**src/rtl/core/pss_pkg.sv**
```systemverilog
// Package: types, part table and window match function for the pinyin segmenter.
`timescale 1ns / 1ps

package pss_pkg;

  localparam int PSS_WIN_BYTES  = 4;
  localparam int PSS_WIN_BITS   = 8 * PSS_WIN_BYTES;
  localparam int PSS_PART_COUNT = 57;

  typedef enum logic [1:0] {
    PSS_CLS_ATOM = 2'd0,
    PSS_CLS_INIT = 2'd1,
    PSS_CLS_FIN  = 2'd2,
    PSS_CLS_BOTH = 2'd3
  } pss_class_t;

  typedef struct packed {
    logic [2:0]  len;
    logic [31:0] txt;
    pss_class_t  cls;
  } pss_part_t;

  typedef struct packed {
    logic [PSS_WIN_BITS-1:0] win;
    logic [2:0]              fill;
    pss_class_t              prev_class;
    logic                    pend_valid;
    logic [5:0]              pend_head;
    logic                    pend_has_tail;
    logic [5:0]              pend_tail;
  } pss_state_t;

  typedef struct packed {
    logic       syllable_valid;
    logic [5:0] head_part;
    logic       has_tail;
    logic [5:0] tail_part;
    logic       run_last;
  } pss_result_t;

  typedef struct packed {
    logic       hit;
    logic [5:0] idx;
  } pss_find_t;

  localparam pss_state_t PSS_STATE_RST = '{
    win: '0, fill: 3'd0, prev_class: PSS_CLS_ATOM, pend_valid: 1'b0,
    pend_head: 6'd0, pend_has_tail: 1'b0, pend_tail: 6'd0
  };

  localparam pss_part_t PSS_PARTS [PSS_PART_COUNT] = '{
    '{3'd4, 32'("iang"), PSS_CLS_FIN},  '{3'd4, 32'("iong"), PSS_CLS_FIN},
    '{3'd4, 32'("uang"), PSS_CLS_FIN},
    '{3'd3, 32'("ang"), PSS_CLS_BOTH},  '{3'd3, 32'("eng"), PSS_CLS_BOTH},
    '{3'd3, 32'("ian"), PSS_CLS_FIN},   '{3'd3, 32'("iao"), PSS_CLS_FIN},
    '{3'd3, 32'("ing"), PSS_CLS_FIN},   '{3'd3, 32'("ong"), PSS_CLS_FIN},
    '{3'd3, 32'("uai"), PSS_CLS_FIN},   '{3'd3, 32'("uan"), PSS_CLS_FIN},
    '{3'd2, 32'("ai"), PSS_CLS_BOTH},   '{3'd2, 32'("an"), PSS_CLS_BOTH},
    '{3'd2, 32'("ao"), PSS_CLS_BOTH},   '{3'd2, 32'("ch"), PSS_CLS_INIT},
    '{3'd2, 32'("ei"), PSS_CLS_BOTH},   '{3'd2, 32'("en"), PSS_CLS_BOTH},
    '{3'd2, 32'("er"), PSS_CLS_ATOM},   '{3'd2, 32'("ia"), PSS_CLS_FIN},
    '{3'd2, 32'("ie"), PSS_CLS_FIN},    '{3'd2, 32'("in"), PSS_CLS_FIN},
    '{3'd2, 32'("iu"), PSS_CLS_FIN},    '{3'd2, 32'("ou"), PSS_CLS_BOTH},
    '{3'd2, 32'("sh"), PSS_CLS_INIT},   '{3'd2, 32'("ua"), PSS_CLS_FIN},
    '{3'd2, 32'("ue"), PSS_CLS_FIN},    '{3'd2, 32'("ui"), PSS_CLS_FIN},
    '{3'd2, 32'("un"), PSS_CLS_FIN},    '{3'd2, 32'("uo"), PSS_CLS_FIN},
    '{3'd2, 32'("ve"), PSS_CLS_FIN},    '{3'd2, 32'("zh"), PSS_CLS_INIT},
    '{3'd1, 32'("a"), PSS_CLS_BOTH},    '{3'd1, 32'("b"), PSS_CLS_INIT},
    '{3'd1, 32'("c"), PSS_CLS_INIT},    '{3'd1, 32'("d"), PSS_CLS_INIT},
    '{3'd1, 32'("e"), PSS_CLS_BOTH},    '{3'd1, 32'("f"), PSS_CLS_INIT},
    '{3'd1, 32'("g"), PSS_CLS_INIT},    '{3'd1, 32'("h"), PSS_CLS_INIT},
    '{3'd1, 32'("i"), PSS_CLS_FIN},     '{3'd1, 32'("j"), PSS_CLS_INIT},
    '{3'd1, 32'("k"), PSS_CLS_INIT},    '{3'd1, 32'("l"), PSS_CLS_INIT},
    '{3'd1, 32'("m"), PSS_CLS_INIT},    '{3'd1, 32'("n"), PSS_CLS_INIT},
    '{3'd1, 32'("o"), PSS_CLS_BOTH},    '{3'd1, 32'("p"), PSS_CLS_INIT},
    '{3'd1, 32'("q"), PSS_CLS_INIT},    '{3'd1, 32'("r"), PSS_CLS_INIT},
    '{3'd1, 32'("s"), PSS_CLS_INIT},    '{3'd1, 32'("t"), PSS_CLS_INIT},
    '{3'd1, 32'("u"), PSS_CLS_FIN},     '{3'd1, 32'("v"), PSS_CLS_FIN},
    '{3'd1, 32'("w"), PSS_CLS_INIT},    '{3'd1, 32'("x"), PSS_CLS_INIT},
    '{3'd1, 32'("y"), PSS_CLS_INIT},    '{3'd1, 32'("z"), PSS_CLS_INIT}
  };

  // Window byte k sits at win[8k +: 8]; part text is right-justified, first char highest.
  function automatic pss_find_t pss_find(input logic [PSS_WIN_BITS-1:0] win,
                                         input logic [2:0] fill);
    pss_find_t res;
    logic      hit;
    res = '0;
    for (int i = PSS_PART_COUNT - 1; i >= 0; i--) begin
      hit = (PSS_PARTS[i].len <= fill);
      for (int k = 0; k < PSS_WIN_BYTES; k++) begin
        if (k < int'(PSS_PARTS[i].len)) begin
          if (win[8*k +: 8] != PSS_PARTS[i].txt[8*(int'(PSS_PARTS[i].len) - 1 - k) +: 8]) begin
            hit = 1'b0;
          end
        end
      end
      if (hit) begin
        res.hit = 1'b1;
        res.idx = 6'(i);
      end
    end
    return res;
  endfunction

endpackage

```
**src/rtl/core/pss_in_if.sv**
```systemverilog
// Interface: input byte channel of the pinyin segmenter.
`timescale 1ns / 1ps

interface pss_in_if;
  logic       valid;
  logic       ready;
  logic [7:0] char_code;
  logic       end_of_text;

  modport source (output valid, output char_code, output end_of_text, input ready);
  modport sink   (input valid, input char_code, input end_of_text, output ready);
endinterface

```
**src/rtl/core/pss_out_if.sv**
```systemverilog
// Interface: syllable result channel of the pinyin segmenter.
`timescale 1ns / 1ps

interface pss_out_if;
  logic       valid;
  logic       ready;
  logic       syllable_valid;
  logic [5:0] head_part;
  logic       has_tail;
  logic [5:0] tail_part;
  logic       run_last;

  modport source (output valid, output syllable_valid, output head_part, output has_tail,
                  output tail_part, output run_last, input ready);
  modport sink   (input valid, input syllable_valid, input head_part, input has_tail,
                  input tail_part, input run_last, output ready);
endinterface

```
**src/rtl/core/pss_step.sv**
```systemverilog
// Single window match and class update: one table lookup, shift and syllable decision.
`timescale 1ns / 1ps

module pss_step (
  input  pss_pkg::pss_state_t  st_i,
  input  logic                 en,
  output pss_pkg::pss_state_t  st_o,
  output logic                 emit,
  output pss_pkg::pss_result_t res
);

  pss_pkg::pss_find_t  fnd;
  pss_pkg::pss_class_t cls;
  logic [2:0]          used;
  logic                open_new;
  logic                is_fin;
  logic                is_init;

  assign fnd     = pss_pkg::pss_find(st_i.win, st_i.fill);
  assign cls     = pss_pkg::PSS_PARTS[fnd.idx].cls;
  assign is_fin  = (cls == pss_pkg::PSS_CLS_FIN)  || (cls == pss_pkg::PSS_CLS_BOTH);
  assign is_init = (cls == pss_pkg::PSS_CLS_INIT) || (cls == pss_pkg::PSS_CLS_BOTH);

  always_comb begin
    st_o     = st_i;
    emit     = 1'b0;
    res      = '0;
    open_new = 1'b0;
    used     = fnd.hit ? pss_pkg::PSS_PARTS[fnd.idx].len : 3'd1;
    if (en) begin
      if (fnd.hit) begin
        if (st_i.prev_class == pss_pkg::PSS_CLS_INIT) begin
          if (is_fin) begin
            st_o.pend_has_tail = 1'b1;
            st_o.pend_tail     = fnd.idx;
            st_o.prev_class    = pss_pkg::PSS_CLS_ATOM;
          end else begin
            open_new = 1'b1;
          end
        end else if (cls == pss_pkg::PSS_CLS_ATOM || is_init) begin
          open_new = 1'b1;
        end
      end
      if (open_new) begin
        emit               = st_i.pend_valid;
        res.syllable_valid = 1'b1;
        res.head_part      = st_i.pend_head;
        res.has_tail       = st_i.pend_has_tail;
        res.tail_part      = st_i.pend_tail;
        res.run_last       = 1'b0;
        st_o.pend_valid    = 1'b1;
        st_o.pend_head     = fnd.idx;
        st_o.pend_has_tail = 1'b0;
        st_o.pend_tail     = 6'd0;
        st_o.prev_class    = cls;
      end
      st_o.win  = st_i.win >> {used, 3'b000};
      st_o.fill = st_i.fill - used;
    end
  end

endmodule

```
**src/rtl/core/pinyin_syllable_segmenter_unit.sv**
```systemverilog
// Top level: pinyin syllable segmenter with lookahead window and result register.
`timescale 1ns / 1ps

//  channel   dir  beat payload
//  in_bus    in   char_code[7:0], end_of_text
//  out_bus   out  syllable_valid, head_part[5:0], has_tail, tail_part[5:0], run_last
//
//  One byte per cycle while out_bus is not stalled; each byte gives at most one beat in the next cycle.
//  A byte with end_of_text starts a flush, with in_bus.ready low: one window match per
//  cycle until the window is empty, then the closing beat.
//  rst_n (synchronous, active low) empties the window and drops any pending syllable.
//  A stalled out_bus holds the result register and stops input and flush.

module pinyin_syllable_segmenter_unit (
  input  logic       clk,
  input  logic       rst_n,
  pss_in_if.sink     in_bus,
  pss_out_if.source  out_bus
);

  pss_pkg::pss_state_t  st_r, src, step_st;
  pss_pkg::pss_result_t step_res, out_r, res_nxt;
  logic                 flush_r;
  logic                 out_valid_r;
  logic                 stall, accept, step_en, do_match, step_emit, emit_nxt, last_flush;
  logic [4:0]           ins_sh;

  assign stall        = out_valid_r && !out_bus.ready;
  assign in_bus.ready = !flush_r && !stall;
  assign accept       = in_bus.valid && in_bus.ready;
  assign step_en      = flush_r ? !stall : accept;
  assign last_flush   = flush_r && (st_r.fill == 3'd0);
  assign ins_sh       = {st_r.fill[1:0], 3'b000};

  always_comb begin
    src = st_r;
    if (!flush_r) begin
      src.win  = (st_r.win & ~(32'hFF << ins_sh)) | ({24'd0, in_bus.char_code} << ins_sh);
      src.fill = st_r.fill + 3'd1;
    end
  end

  assign do_match = flush_r ? (st_r.fill != 3'd0)
                            : (!in_bus.end_of_text && st_r.fill == 3'd3);

  pss_step u_step (
    .st_i (src),
    .en   (do_match),
    .st_o (step_st),
    .emit (step_emit),
    .res  (step_res)
  );

  always_comb begin
    if (last_flush) begin
      emit_nxt               = 1'b1;
      res_nxt.syllable_valid = st_r.pend_valid;
      res_nxt.head_part      = st_r.pend_head;
      res_nxt.has_tail       = st_r.pend_has_tail;
      res_nxt.tail_part      = st_r.pend_tail;
      res_nxt.run_last       = 1'b1;
    end else begin
      emit_nxt = step_emit;
      res_nxt  = step_res;
    end
  end

  always_ff @(posedge clk) begin
    if (!rst_n) begin
      st_r        <= pss_pkg::PSS_STATE_RST;
      flush_r     <= 1'b0;
      out_valid_r <= 1'b0;
    end else begin
      if (step_en) begin
        if (last_flush) begin
          st_r    <= pss_pkg::PSS_STATE_RST;
          flush_r <= 1'b0;
        end else begin
          st_r <= step_st;
          if (!flush_r) begin
            flush_r <= in_bus.end_of_text;
          end
        end
      end
      if (!stall) begin
        out_valid_r <= step_en && emit_nxt;
      end
    end
  end

  // hold payload while the beat waits
  always_ff @(posedge clk) begin
    if (!stall) begin
      out_r <= res_nxt;
    end
  end

  assign out_bus.valid          = out_valid_r;
  assign out_bus.syllable_valid = out_r.syllable_valid;
  assign out_bus.head_part      = out_r.head_part;
  assign out_bus.has_tail       = out_r.has_tail;
  assign out_bus.tail_part      = out_r.tail_part;
  assign out_bus.run_last       = out_r.run_last;

endmodule
```
**src/flat_wrapper.sv**
```systemverilog
// flat-port wrapper written by rule: the top's interface ports become plain ports
module pinyin_syllable_segmenter_unit_flat 
  (clk, rst_n, in_bus_valid, in_bus_char_code, in_bus_end_of_text, in_bus_ready, out_bus_valid, out_bus_syllable_valid, out_bus_head_part, out_bus_has_tail, out_bus_tail_part, out_bus_run_last, out_bus_ready);
  pss_in_if in_bus_i ();
  pss_out_if out_bus_i ();
  input  logic clk;
  input  logic rst_n;
  input wire logic [$bits(in_bus_i.valid)-1:0] in_bus_valid;
  input wire logic [$bits(in_bus_i.char_code)-1:0] in_bus_char_code;
  input wire logic [$bits(in_bus_i.end_of_text)-1:0] in_bus_end_of_text;
  output wire logic [$bits(in_bus_i.ready)-1:0] in_bus_ready;
  output wire logic [$bits(out_bus_i.valid)-1:0] out_bus_valid;
  output wire logic [$bits(out_bus_i.syllable_valid)-1:0] out_bus_syllable_valid;
  output wire logic [$bits(out_bus_i.head_part)-1:0] out_bus_head_part;
  output wire logic [$bits(out_bus_i.has_tail)-1:0] out_bus_has_tail;
  output wire logic [$bits(out_bus_i.tail_part)-1:0] out_bus_tail_part;
  output wire logic [$bits(out_bus_i.run_last)-1:0] out_bus_run_last;
  input wire logic [$bits(out_bus_i.ready)-1:0] out_bus_ready;
  assign in_bus_i.valid = in_bus_valid;
  assign in_bus_i.char_code = in_bus_char_code;
  assign in_bus_i.end_of_text = in_bus_end_of_text;
  assign in_bus_ready = in_bus_i.ready;
  assign out_bus_valid = out_bus_i.valid;
  assign out_bus_syllable_valid = out_bus_i.syllable_valid;
  assign out_bus_head_part = out_bus_i.head_part;
  assign out_bus_has_tail = out_bus_i.has_tail;
  assign out_bus_tail_part = out_bus_i.tail_part;
  assign out_bus_run_last = out_bus_i.run_last;
  assign out_bus_i.ready = out_bus_ready;
  pinyin_syllable_segmenter_unit u_core (.clk(clk), .rst_n(rst_n), .in_bus(in_bus_i), .out_bus(out_bus_i));
endmodule
```
**config.mk**
```make
export PLATFORM = sky130hd
export DESIGN_NAME = pinyin_syllable_segmenter_unit_flat
export DESIGN_NICKNAME = d
export VERILOG_FILES = /design/src/rtl/core/pss_pkg.sv /design/src/rtl/core/pss_in_if.sv /design/src/rtl/core/pss_out_if.sv /design/src/rtl/core/pss_step.sv /design/src/rtl/core/pinyin_syllable_segmenter_unit.sv /design/src/flat_wrapper.sv
export SDC_FILE = /design/constraint.sdc
export NUM_CORES = 1
export LEC_CHECK = 0
export ABC_AREA = 1
export BUFFER_PORTS_ARGS = -buffer_cell sky130_fd_sc_hd__buf_2
export CAP_MARGIN = 30
export CELL_PAD_IN_SITES_DETAIL_PLACEMENT = 1
export CELL_PAD_IN_SITES_GLOBAL_PLACEMENT = 2
export CORE_ASPECT_RATIO = 1.4
export CORE_MARGIN = 3
export CORE_UTILIZATION = 29
export CTS_BUF_LIST = sky130_fd_sc_hd__clkbuf_16
export DETAILED_ROUTE_END_ITERATION = 10
export PLACE_DENSITY_LB_ADDON = 0.1
export SYNTH_ARGS = -nofsm -noshare
export SYNTH_HDL_FRONTEND = slang
export SYNTH_SLANG_ARGS = --single-unit
```
**constraint.sdc**
```tcl
create_clock -name clk -period 10.6 [get_ports clk]
set_clock_uncertainty 0.15 [all_clocks]
set_input_delay 1.06 -clock clk [delete_from_list [all_inputs] [get_ports clk]]
set_output_delay 1.06 -clock clk [all_outputs]
set_load 0.1 [all_outputs]
```
After elaboration in Yosys (flattened, before gate mapping) --
Memories as Yosys holds them, arrays and structs flattened. Cells that the tools add are included.
Storage, ports and cells: logic and storage cells 266, memory bits (read-only) 2368, input port bits 13, output and inout bits 17, flip-flop bits (word level) 68, memories kept 1
Memory list:
- (no name shown) | words 64, bits a word 37, rd ports 1, clocked after Yosys merged registers in 0, wr ports 0, line pss_step.sv:29 | used = fnd.hit ? pss_pkg::PSS_PARTS[fnd.idx].len : 3'd1;
Operators by class: reduce and logical (&&, ||, !) cells 23, shifts and indexed selects 3, mux-type cells 170, add/sub/neg operators 2, bitwise gates (word level) 4, equal/unequal tests 44, magnitude comparators 5
Operator list (number):
- $mux 7 | 60
- $ne 8x7->1 const B | 39
- $mux 51 | 2
- $mux 1 | 97
- $mux 37 | 2
- $mux 15 | 3
- $mux 35 | 1
- $and 32x32->32 | 1
- $not 32->32 | 1
- $or 32x32->32 | 1
- $shl 8x5->32 | 1
- $shl 8x5->32 const A | 1
- $shr 32x6->32 | 1
- $mux 16 | 1
- $reduce_bool 3->1 | 4
- $ge 7x7->1 const B | 1
- $not 6->7 | 1
- $le 2x3->1 const A | 2
- $logic_and 1x1->1 | 6
- $mux 2 | 3
- $reduce_and 5->1 | 1
- $eq 2x1->1 const B | 2
- $eq 2x2->1 const B | 2
- $logic_not 1->1 | 4
- 11 further kinds | 14

Logic depth before layout (Yosys ltp) --
depth after elaboration 79, gate-level depth with buffers 40, gate-level depth less buffers 38

Modules after synthesis --
A second synthesis with hierarchy kept.
Unflattened totals: cell total of the unflattened synthesis 1060, area total of the unflattened synthesis 6271.0 sq um
Modules (own cells, without submodules):
- pinyin_syllable_segmenter_unit | instances 1, cells each 523, area each 3502.1 sq um
- pss_step | instances 1, cells each 537, area each 2768.9 sq um

Worst setup path before layout --
Ideal clock, no wire load.
kind input to register, from in in_bus_char_code[0], to reg u_core.st_r[18] (netlist bit), required time 10380 ps, arrival 4490 ps, library setup time 70 ps, slack 5890 ps, stages 31, cells stage by stage nand2_1 o22ai_4 inv_1 nor2_2 inv_1 nor3_2 inv_2 nor3_1 a22oi_1 o211ai_1 nor3_1 o211ai_1 nand3_1 o21a_2 nor2_8 inv_2 nand2_1 inv_1 nand2_1 nand3_1 nand2_1 buf_4 ha_1 inv_1 fa_1 inv_1 a21oi_1 o21ai_0 xor2_1 nand2_1 a21oi_1
Between the ends: cells in the longest elaborated chain, start to end 70, elaborated cells on any way between the ends 192, those cells by class 1 x add/sub; 39 x eq/ne; 1 x shift; 148 x mux; 2 x bitwise; 1 x memory
Ends and longest elaborated chain:
- from (decl) | line flat_wrapper.sv:9 | input wire logic [$bits(in_bus_i.char_code)-1:0] in_bus_char_code;
- $shl 8x5->32 * | line pinyin_syllable_segmenter_unit.sv:38 | src.win = (st_r.win & ~(32'hFF << ins_sh)) | ({24'd0, in_bus.char_code} << ins_sh);
- $or 32x32->32 * | line pinyin_syllable_segmenter_unit.sv:38
- $mux 35 * | line pinyin_syllable_segmenter_unit.sv:37 | if (!flush_r) begin
- $ne 8x7->1 | line pss_pkg.sv:93 | if (win[8*k +: 8] != PSS_PARTS[i].txt[8*(int'(PSS_PARTS[i].len) - 1 - k) +: 8]) begin
- $mux 1 | line pss_pkg.sv:93
- $mux 7 (56 in a row) | line pss_pkg.sv:98 | if (hit) begin
- $mux 7 * | line pss_pkg.sv:98
- $not 6->7 (implied by the code) | line pss_step.sv:29
- $mem_v2 64x37
- $mux 37 (implied by the code) (2 in a row) | line pss_step.sv:29
- $mux 3 * | line pss_step.sv:29
- $sub 3x3->3 * | line pss_step.sv:58 | st_o.fill = st_i.fill - used;
- $mux 51 * | line pss_step.sv:30 | if (en) begin
- $mux 51 * | line pinyin_syllable_segmenter_unit.sv:75 | if (last_flush) begin
- to (signal assigned) | line pinyin_syllable_segmenter_unit.sv:70 | st_r <= pss_pkg::PSS_STATE_RST;
- to (signal assigned) | line pinyin_syllable_segmenter_unit.sv:76 | st_r <= pss_pkg::PSS_STATE_RST;
- to (signal assigned) | line pinyin_syllable_segmenter_unit.sv:79 | st_r <= step_st;
- to (decl) | line pinyin_syllable_segmenter_unit.sv:21 | pss_pkg::pss_state_t st_r, src, step_st;
Every way passes the cells marked *; elsewhere a longest branch is shown, timed or not. The select of a mux whose other input is x is not followed. A chain may end at the register's enable or synchronous reset.

Worst setup path after layout --
from reg u_core.st_r (netlist bit u_core.ins_sh[3]), to reg u_core.st_r[18] (netlist bit)
Between the ends: cells in the longest elaborated chain, start to end 72, elaborated cells on any way between the ends 206, those cells by class 2 x add/sub; 4 x order compare; 40 x eq/ne; 2 x shift; 149 x mux; 4 x bitwise; 4 x reduce/logical; 1 x memory
Ends and longest elaborated chain (line):
- $shl 8x5->32 | pinyin_syllable_segmenter_unit.sv:38
- $not 32->32 | pinyin_syllable_segmenter_unit.sv:38
- $and 32x32->32 | pinyin_syllable_segmenter_unit.sv:38
- $or 32x32->32 | pinyin_syllable_segmenter_unit.sv:38
- $mux 35 | pinyin_syllable_segmenter_unit.sv:37
- $ne 8x7->1 | pss_pkg.sv:93
- $mux 1 | pss_pkg.sv:93
- $mux 7 (57 in a row) | pss_pkg.sv:98
- $not 6->7 (implied by the code) | pss_step.sv:29
- $mem_v2 64x37
- $mux 37 (implied by the code) (2 in a row) | pss_step.sv:29
- $mux 3 | pss_step.sv:29
- $sub 3x3->3 | pss_step.sv:58
- $mux 51 | pss_step.sv:30
- $mux 51 * | pinyin_syllable_segmenter_unit.sv:75
Marked as above.

==> impl_results.md <==
* Count of buffers inserted at the top-level ports at 29
* Top cell by count, worst path: sky130_fd_sc_hd__nand2_1
* Post-CTS Hold Fix Bufs at 0
* Register clock-pin slew on the reported worst setup and hold paths at 60 ps
* RD Place Congestion at 0.983
* Largest fanout on the critical path at 22
* Top flip-flop cell by instance count after synthesis: sky130_fd_sc_hd__dfxtp_1
* Average wire per standard cell at 20.5 um
* Starting utilization of the core area at 30.1%
* CP Capture Type: register
* Worst vdd rail ir drop at 0.0640 mV
* Final global-route overflow total at 0
* Number of flops mapped to enable cells by yosys at 15
* First-pass GRT wire length at 37400 um
* Total via count in the routed design at 6169
* Total inserted antenna cells at 0
* Final instance area at 6400 um2
* Flip-flop and latch count after synthesis at 68
* Maximum number of pins on one net before global-route repair at 41
* Synthesized area at 5680 um2
* CP startpoint kind: register
* Fin. Hold Viols at 0
* Violation count after the first detailed-route iteration at 356
* DRT Wirelength at 23900 um
* Max Slew Vio Count at 0
* Total die area at 21300 um2
* Overall power of the completed layout at 0.925 mW
* Number of placed I/O pins at 30
* Core Rows at 59
* Maximum level of the CTS H-tree at 3
* Most frequent cells in the layout: sky130_fd_sc_hd__nand2_1 (195), sky130_fd_sc_hd__inv_1 (132), sky130_fd_sc_hd__nor2_1 (86)
* Post-Synthesis Mean Instance Area at 6.36 um2
* Antenna-violating nets left at 0
* Cells after synthesis at 893
* Number of nets in the synthesized netlist at 913
* Slowest Stage Delay on Critical Path at 840 ps
* Fin nets at 936
* Share of the clock period used by the worst path after layout at 62.4%
* Setup violations, final at 0
* Yosys warning total at 0
* Clock tree from TritonCTS: yes
* TritonCTS Buffers at 9
* Total global routing track utilization at 22.3%
* Number of cells upsized or downsized after cts at 0
* Fraction of registers with async set/reset at 0%
* Die extent in y at 172 um
* Result of the run: finished clean
* Most common cell after layout, fill and taps aside: sky130_fd_sc_hd__nand2_1
* P_leak at 2.70 nW
* Setup repair after global routing missed its margin: no
* Iteration count of the initial detailed-routing pass at 5
* Number of sinks driven by the clock tree at 68
* Power density over the cells at 145 nW/um2
* Cell at the root of the clock tree: sky130_fd_sc_hd__clkbuf_16
* Avg Vias per Cell at 5.30
* Setup CP Type: register to register
* Horizontal extent of the die at 124 um
* Layout cells sized above 1 at 14.8%
* Number of max-capacitance violations reported at 0
* Layout Area Growth over Synthesis at 12.6%
* Setup repair bufs after CTS at 0
* WP data required at 10720 ps
* Worst path arrival time at 6730 ps
* Transition time at the pin with the least slew margin at 935 ps
* Detailed-placement wirelength estimate at 19400 um
* Number of antenna violations at the first check in global routing at 0
* Area of the core at 18900 um2
* Final TNS setup at 0 ps
* Maximum operating frequency at 151 MHz
* Class of the most critical hold timing path: register to register
* Clock Tree Buf Depth at 2
* Max-slew headroom at the worst pin at 37.5%
* Final period demand of the worst path at 6620 ps
* Post-synthesis sequential area ratio at 26.6%
* Clock network latency to the later pin of the worst-skew pair at 340 ps
* Distinct cell type count after synthesis at 54
* Via count of the first global-routing pass at 6501
* Cell type with the highest aggregate area in the netlist: sky130_fd_sc_hd__dfxtp_1
* Layout fillers at 2507
* DP Area at 6070 um2
* Yosys top cell area share at 18.7%
* Cell at the slowest stage of the critical path: sky130_fd_sc_hd__dfxtp_1
* Remaining DRCs at 0
* Dominant cells by area after synthesis: sky130_fd_sc_hd__dfxtp_1 (19%), sky130_fd_sc_hd__nand2_1 (13%), sky130_fd_sc_hd__inv_1 (8.7%)
-- cell type report --
class / instances / area (um2) / share of cell area [%]
inverter: 159 / 597 / 9.33
timing repair buffer: 32 / 180 / 2.82
clock buffer: 9 / 225 / 3.52
sequential: 68 / 1510 / 23.6
multi-input combinational: 646 / 3480 / 54.4
tap: 244 / 305 / 4.77
clock inverter: 7 / 98.8 / 1.55
-- kinds of logic (layout without fill, tap and decap cells) --
family / after synthesis / in the layout / share of synthesized area, %
AO/OA/AOI/OAI: 190 / 190 / 21.3
flip-flops: 68 / 68 / 26.6
buffers and inverters: 179 / 207 / 12.5
XOR/XNOR: 2 / 2 / 0.441
AND/OR/NAND/NOR: 447 / 447 / 37.5
adder cells (fa/ha/maj): 7 / 7 / 1.67
-- per-stage QoR --
| step | instances | hold slack, ps | utilization (%) | worst slack (ps) |
|---|---|---|---|---|
| floorplan | 893 | 289 | - | 5890 |
| global placement | 1148 | 305 | 32.0 | 3990 |
| detailed placement | 1149 | 304 | 32.1 | 4050 |
| CTS | 1165 | 314 | 33.9 | 4010 |
| global route | 1165 | 348 | 33.9 | 3440 |
| finish | 1165 | 314 | 33.9 | 3980 |
-- critical path: cells and delay by family (launching register included) --
kind,cells,cell delay [ps]
adders and majority gates,3,960
DFF,1,840
xor gates and xnor gates,1,160
and+or+nand+nor,17,3380
buffers and inverters,6,560
AOI/OAI and AO/OA,5,520
-- registers in the layout, indices dropped and copies added, names as in the netlist --
signal and count:
u_core.out_bus.syllable_valid 1, u_core.out_bus.head_part 6, u_core.out_bus.valid 1, u_core.st_r 33, u_core.out_bus.run_last 1, u_core.ins_sh 2, u_core.out_bus.has_tail 1, u_core.src 16
u_core.flush_r 1, u_core.out_bus.tail_part 6
-- final timing paths --
check / end / depth (start not counted) / slack [ps] / startpoint
max reg2reg: u_core.st_r[18] / 32 / 3980 / u_core.ins_sh[3]
max: u_core.st_r[18] / 32 / 3980 / u_core.ins_sh[3]
min: u_core.src[12] / 2 / 310 / u_core.src[12]
min reg2reg: u_core.src[12] / 2 / 310 / u_core.src[12]
-- routing by layer --
layer | global-route usage [%] | vias to the layer above | share of wire (%)
li1 | - | 3001 | -
met2 | 42.2 | 117 | 52
met3 | 1.99 | 45 | 2.0
met5 | 0 | - | 0
met1 | 25.6 | 3006 | 42
met4 | 9.35 | 0 | 4.0
-- cell usage after synthesis, types with 10 or more instances --
library cell               number
sky130_fd_sc_hd__o211ai_1      12
sky130_fd_sc_hd__nand3_1       58
sky130_fd_sc_hd__nand2_1      195
sky130_fd_sc_hd__nor3_1        32
sky130_fd_sc_hd__o21ai_0       24
sky130_fd_sc_hd__inv_1        132
sky130_fd_sc_hd__edfxtp_1      15
sky130_fd_sc_hd__dfxtp_1       53
sky130_fd_sc_hd__inv_2         24
sky130_fd_sc_hd__nor2_2        22
sky130_fd_sc_hd__a21oi_1       64
sky130_fd_sc_hd__o21ai_1       23
sky130_fd_sc_hd__o21a_1        14
sky130_fd_sc_hd__nor2_1        87
sky130_fd_sc_hd__nand4_1       15
sky130_fd_sc_hd__a22oi_1       26
sky130_fd_sc_hd__clkbuf_1      13
sky130_fd_sc_hd__nand2_2       10
-- where the power goes --
group | internal, mW | switching, mW | total, mW
clock | 0.207 | 0.124 | 0.332
combinational | 0.0718 | 0.233 | 0.305
sequential | 0.276 | 0.0132 | 0.289
total | 0.555 | 0.370 | 0.925
(Power assumes the default switching activity.)
